### src/sv/blsu_pkg.sv
package blsu_pkg;

    // func codes
    localparam logic FUNC_READ  = 1'b0;
    localparam logic FUNC_WRITE = 1'b1;

    // access_size codes; the spare code behaves as a word
    localparam logic [1:0] SIZE_BYTE = 2'd0;
    localparam logic [1:0] SIZE_HALF = 2'd1;
    localparam logic [1:0] SIZE_WORD = 2'd2;

    // framebuffer window
    localparam logic [31:0] FB_BASE  = 32'hFFFF_0600;
    localparam int          FB_OFF_W = 16;

    // config port
    localparam int          CFG_ADDR_W   = 3;
    localparam logic        REG_MEM_SPAN = 1'b0;
    localparam logic        REG_FB_EN    = 1'b1;
    localparam int          MEM_SPAN_W   = 17;
    localparam logic [16:0] MEM_SPAN_RST = 17'h1_0000;

    // decoded access, one word lane per bit (bit 3 = lowest address)
    typedef struct packed {
        logic       in_fb;
        logic       oor;
        logic       mis;
        logic [1:0] shift;      // byte shift of the value inside the row
        logic [3:0] size_mask;  // unshifted lane mask of the access size
        logic [3:0] lane_be;    // lanes touched inside the row
    } blsu_dec_t;

endpackage

### src/sv/blsu_decode.sv
module blsu_decode import blsu_pkg::*; #(
    parameter int MEM_BYTES = 65536,
    parameter int FB_BYTES  = 64000
) (
    input  logic [MEM_SPAN_W-1:0]                  mem_span,
    input  logic                                   fb_enable,
    input  logic [1:0]                             access_size,
    input  logic [31:0]                            address,
    output blsu_dec_t                              dec,
    output logic [$clog2((MEM_BYTES+3)/4)-1:0]     main_row,
    output logic [$clog2((FB_BYTES+3)/4)-1:0]      fb_row
);

    localparam int MA_W = $clog2((MEM_BYTES + 3) / 4);
    localparam int FA_W = $clog2((FB_BYTES + 3) / 4);

    logic [2:0]          nbytes;
    logic [3:0]          size_mask;
    logic                mis;
    logic                in_fb;
    logic [32:0]         main_lim;
    logic [32:0]         main_end;
    logic [FB_OFF_W-1:0] fb_off;
    logic [16:0]         fb_end;
    logic [2:0]          shift_w;

    always_comb begin
        case (access_size)
            SIZE_BYTE: begin
                nbytes    = 3'd1;
                size_mask = 4'b0001;
                mis       = 1'b0;
            end
            SIZE_HALF: begin
                nbytes    = 3'd2;
                size_mask = 4'b0011;
                mis       = address[0];
            end
            default: begin
                nbytes    = 3'd4;
                size_mask = 4'b1111;
                mis       = |address[1:0];
            end
        endcase
    end

    assign in_fb    = (address >= FB_BASE);
    assign main_lim = (33'(mem_span) > 33'(MEM_BYTES)) ? 33'(MEM_BYTES) : 33'(mem_span);
    assign main_end = {1'b0, address} + 33'(nbytes);
    assign fb_off   = address[FB_OFF_W-1:0] - FB_BASE[FB_OFF_W-1:0];
    assign fb_end   = 17'(fb_off) + 17'(nbytes);

    // big-endian: lowest address in the top lane
    assign shift_w  = 3'd4 - nbytes - {1'b0, address[1:0]};

    always_comb begin
        dec.in_fb     = in_fb;
        dec.mis       = mis;
        dec.oor       = in_fb ? (!fb_enable || (fb_end > 17'(FB_BYTES)))
                              : (main_end > main_lim);
        dec.shift     = shift_w[1:0];
        dec.size_mask = size_mask;
        dec.lane_be   = 4'(size_mask << shift_w[1:0]);
    end

    assign main_row = address[MA_W+1:2];
    assign fb_row   = fb_off[FA_W+1:2];

endmodule

### config.mk
export PLATFORM = sky130hd
export DESIGN_NAME = blsu_decode
export DESIGN_NICKNAME = d
export VERILOG_FILES = /design/src/sv/blsu_pkg.sv /design/src/sv/blsu_decode.sv
export SDC_FILE = /design/constraint.sdc
export NUM_CORES = 1
export LEC_CHECK = 0
export ABC_CLOCK_PERIOD_IN_PS = 5300
export BUFFER_PORTS_ARGS = -buffer_cell sky130_fd_sc_hd__buf_2
export CAP_MARGIN = 20
export CORE_ASPECT_RATIO = 0.6
export CORE_MARGIN = 4
export CORE_UTILIZATION = 25
export DETAILED_ROUTE_END_ITERATION = 7
export PLACE_DENSITY = 0.48
export SETUP_SLACK_MARGIN = 0.2
export SLEW_MARGIN = 25
export SYNTH_ARGS = -nofsm -noshare
export SYNTH_HDL_FRONTEND = slang
export SYNTH_SLANG_ARGS = --single-unit
### constraint.sdc
create_clock -name vclk -period 5.3
set_clock_uncertainty 0.2 [all_clocks]
set_input_delay 0.795 -clock vclk [all_inputs]
set_output_delay 0.795 -clock vclk [all_outputs]
set_load 0.01 [all_outputs]
# After elaboration in Yosys (flattened, before gate mapping)

Cells that the tools add are included.

Register bits: 0
Input port bits: 52
Output and inout bits: 41
Logic and storage cells: 20

Add/subtract/negate cells: 5
Order comparisons: 4
Equality and inequality tests: 1
Shift-type cells: 1
Multiplexer cells: 5
Reduce and logical (&&, ||, !) cells: 4

Operators with widths:

| cell                                                            | number |
|---|---|
| adder 32 x 3 -> 33 bit                                          | 1 |
| greater-than comparator 33 x 17 -> 1 bit                        | 1 |
| greater-or-equal comparator 32 bit, second input constant       | 1 |
| adder 16 x 3 -> 17 bit                                          | 1 |
| greater-than comparator 17 x 16 -> 1 bit, second input constant | 1 |
| greater-than comparator 17 bit, second input constant           | 1 |
| 2-to-1 mux 17 bit                                               | 1 |
| subtractor 16 x 11 -> 16 bit, second input constant             | 1 |
| case mux 4 bit (2 select lines)                                 | 1 |
| case mux 3 bit (2 select lines)                                 | 1 |
| << shifter 4 x 2 -> 4 bit                                       | 1 |
| == test 2 x 1 -> 1 bit, second input constant                   | 1 |
| logical NOT 2 bit                                               | 1 |
| case mux 1 bit (2 select lines)                                 | 1 |
| OR reduction 2 bit                                              | 1 |
| subtractor 1 x 2 -> 2 bit, first input constant                 | 1 |
| subtractor 2 bit                                                | 1 |
| logical NOT 1 bit                                               | 1 |
| logical OR 1 bit                                                | 1 |
| 2-to-1 mux 1 bit                                                | 1 |

# Logic depth before layout (Yosys ltp)

Word-level depth: 6
Mapped depth: 17
Gate-level depth less buffers: 17

# Least setup slack after synthesis

OpenSTA, ideal clock, no wires.

Path kind: input to output
Start point: input port access_size[0]
End point: output port dec[11] (netlist name)
Arrival time: 3.772 ns
Data required time: 4.305 ns
Path slack: 0.533 ns
Cell stages on the path: 17
Path buffers: 0
Cells stage by stage: nor2_1 -> ha_1 -> inv_1 -> fa_1 -> nor2b_1 -> nor2_1 -> nor3_1 -> and3_1 -> xor2_1 -> ha_1 -> a21oi_1 -> o21a_1 -> nor2_1 -> a2111oi_0 -> o221ai_1 -> nor4_1 -> a41oi_1

RTL lines:

| what            | RTL line         | RTL |
|---|---|---|
| start, declared | blsu_decode.sv:7 | `input logic [1:0] access_size,` |
| end, declared   | blsu_decode.sv:9 | `output blsu_dec_t dec,` |

==> results.py <==
metrics = {
    "timing": {
        "worst_pin_slew_ns": 0.649,
        "timing.final.ws_setup_ns": 0.319,
        "max_slew_margin_pct": 55.6,
        "rsz0062_at_grt": "yes",
        "maxSlewViolCount": 0,
        "hold_violations": 0,
        "fin_crit_ns": 4.98,
        "fin_crit_sh_pct": 94.0,
        "setup_violations": 0,
        "timing.fmax_mhz": 201,
        "setup_tns_ns": 0,
    },
    "detailed_routing": {
        "num_vias": 2190,
        "wire_per_inst_um": 14.8,
        "dr.first_iter.drc_count": 174,
        "routed_via_density": 4.92,
        "ant_nets": 0,
        "drtPass1Iterations": 4,
        "routed_wl_um": 6580,
        "drc_errors": 0,
    },
    "yosys": {
        "yosysUniqueCellTypes": 58,
        "synth_area_um2": 1890,
        "yosys_warnings": 0,
        "ys_seq_area_share_pct": 0,
        "syn-instance-count": 266,
        "synth_fp_nets": 342,
        "avgSynthCellArea_um2": 7.11,
    },
    "worst_setup_path": {
        "cp_data_arrival_time_ns": 3.99,
        "critPathCaptureType": "output port",
        "cpPeakStageDelay_ns": 0.36,
        "setup.worst_path.start_class": "primary input",
        "path_buf_inv": 3,
        "crit_type": "primary input to output port",
        "cp.depth": 16,
        "slowest_stage": "ha_1",
        "path_cells": "buf_8 > buf_4 > ha_1 > a21oi_1 > nand2_1 > and3_1 > xor2_1 > ha_1 > and4_1 > o211ai_1 > o211ai_1 > a2111oi_2 > o221ai_2 > nor4_2 > a41oi_1 > buf_2",
        "worst-path-max-fanout": 5,
        "critPathTopFamily": "compound AO/OA/AOI/OAI gates",
        "required_ns": 4.30,
    },
    "cells_and_area": {
        "num-clock-buffers": 0,
        "instances_no_fill": 445,
        "final_area_um2": 2490,
        "nets": 419,
        "seqCellArea_um2": 0,
        "layout-drive-gt1-share_pct": 39.9,
        "area_growth_pct": 31.6,
        "mostFrequentLayoutCell": "buf_2",
        "fill_cells": 804,
        "multi_input_area_um2": 1680,
        "antenna-diode-count": 0,
        "design.seq.count": 0,
        "layout_common_cells": "90 x buf_2, 27 x nand2_1, 22 x ha_1",
    },
    "placement": {
        "place.gp.congestion": 0.875,
        "post-dp-hpwl_um": 5600,
        "placed_area_um2": 2340,
        "post-place-cells": 440,
        "port_buffers": 92,
        "dp_worst_setup_slack_ns": -0.0528,
    },
    "global_routing": {
        "grt_max_degree": 13,
        "antenna_found_initial": 0,
        "first_global_vias": 2073,
        "grt-ovfl-total": 0,
        "track_usage_pct": 14.0,
        "grt_pass1_wl_um": 10500,
    },
    "worst_hold_path": {
        "hold_depth": 2,
        "hold_path_class": "primary input to output port",
    },
    "die": {
        "io_pins": 93,
        "num_rows": 24,
        "initial_core_util_pct": 25.9,
        "die_height_um": 75.4,
        "dieArea_um2": 9060,
        "core_area_um2": 7300,
        "die_x_um": 120,
    },
    "power_and_ir_drop": {
        "power_mw": 0.200,
        "power_leakage_nw": 1.16,
        "powerDensity_nw_per_um2": 80.4,
        "irDropWorstVdd_mv": 0.0386,
    },
    "run": {
        "max_cap_violations": 0,
    },
    "cts": {
        "hold_buffers": 0,
    },
    "run_status": {
        "status": "complete, no violations",
    },
}
## cell usage after synthesis (all sizes together), types with 2 or more instances
library cell  instances  area (um^2)
xnor2                16          140
a41o                  2         20.0
xor2                 10         87.6
o21ai                 2         10.0
nor2b                 2         12.5
a41oi                 2         17.5
nor4                  6         37.5
and3                  8         50.1
nand2                27          101
mux2                  3         33.8
inv                  15         56.3
a21oi                13         65.1
nand4                15          124
a31oi                 2         12.5
nand3                 8         40.0
or4                   2         15.0
ha                   23          288
o21a                  2         15.0
clkbuf                4         16.3
a2111oi               3         45.1
buf                  32          234
a211oi                4         35.0
and4                  6         52.6
nor2                 17         63.8
a21o                  3         22.5
o21bai                2         15.0
nand2b                3         18.8
a21boi                2         15.0
and2                  2         12.5
o211ai                3         22.5
nor3                  8         40.0
## worst paths after layout
| kind | start | end | slack (ns) |
|---|---|---|---|
| max | access_size[1] | dec[11] | 0.32 |
| min | address[2] | fb_row[0] | 1.61 |
## cells by family after synthesis
logic type | Yosys count | share of synthesized area, %
simple gates | 111 | 33.2
mux | 3 | 1.79
compound gates | 50 | 20.3
xor+xnor | 26 | 12.0
other cells | 1 | 0.198
fa+ha+maj | 24 | 16.3
buf+inv | 51 | 16.2
## per-layer routing
metal  up-vias  track usage [%]  share of wire [%]
met2        83             19.6                 38
met4         0            0.251                  0
met3         0            0.964                6.9
li1       1116                -                  -
met1       991             23.9                 55
met5         -                0                  0
## what timing repair did
action                                  CTS  global route
pin swaps                                14             8
endpoints found under the setup margin    1             1
gates resized for setup                  19             6
gates cloned                              0             0
setup buffers                             3             2
endpoints found under the hold margin     0             0
## area by class of cell
cell class                      instances  area share [%]
Inverter                               15            2.26
Tap cell                              104            5.23
Multi-Input combinational cell        215            67.6
Timing Repair Buffer                  111            24.9
## where the power goes
group          internal (mW)  total, mW  switching (mW)  leakage [nW]
clock                      0          0               0             0
sequential                 0          0               0             0
combinational         0.0856      0.200           0.114          1.16
## per-stage QoR
stage          hold slack (ns)  util, %
6_report                  1.61     34.1
4_1_cts                   1.61     33.3
3_3_place_gp              1.61     32.0
2_1_floorplan             1.47        -
5_1_grt                   1.64     34.1
3_5_place_dp              1.61     32.0
No activity file was read; power rests on OpenSTA's default activity.
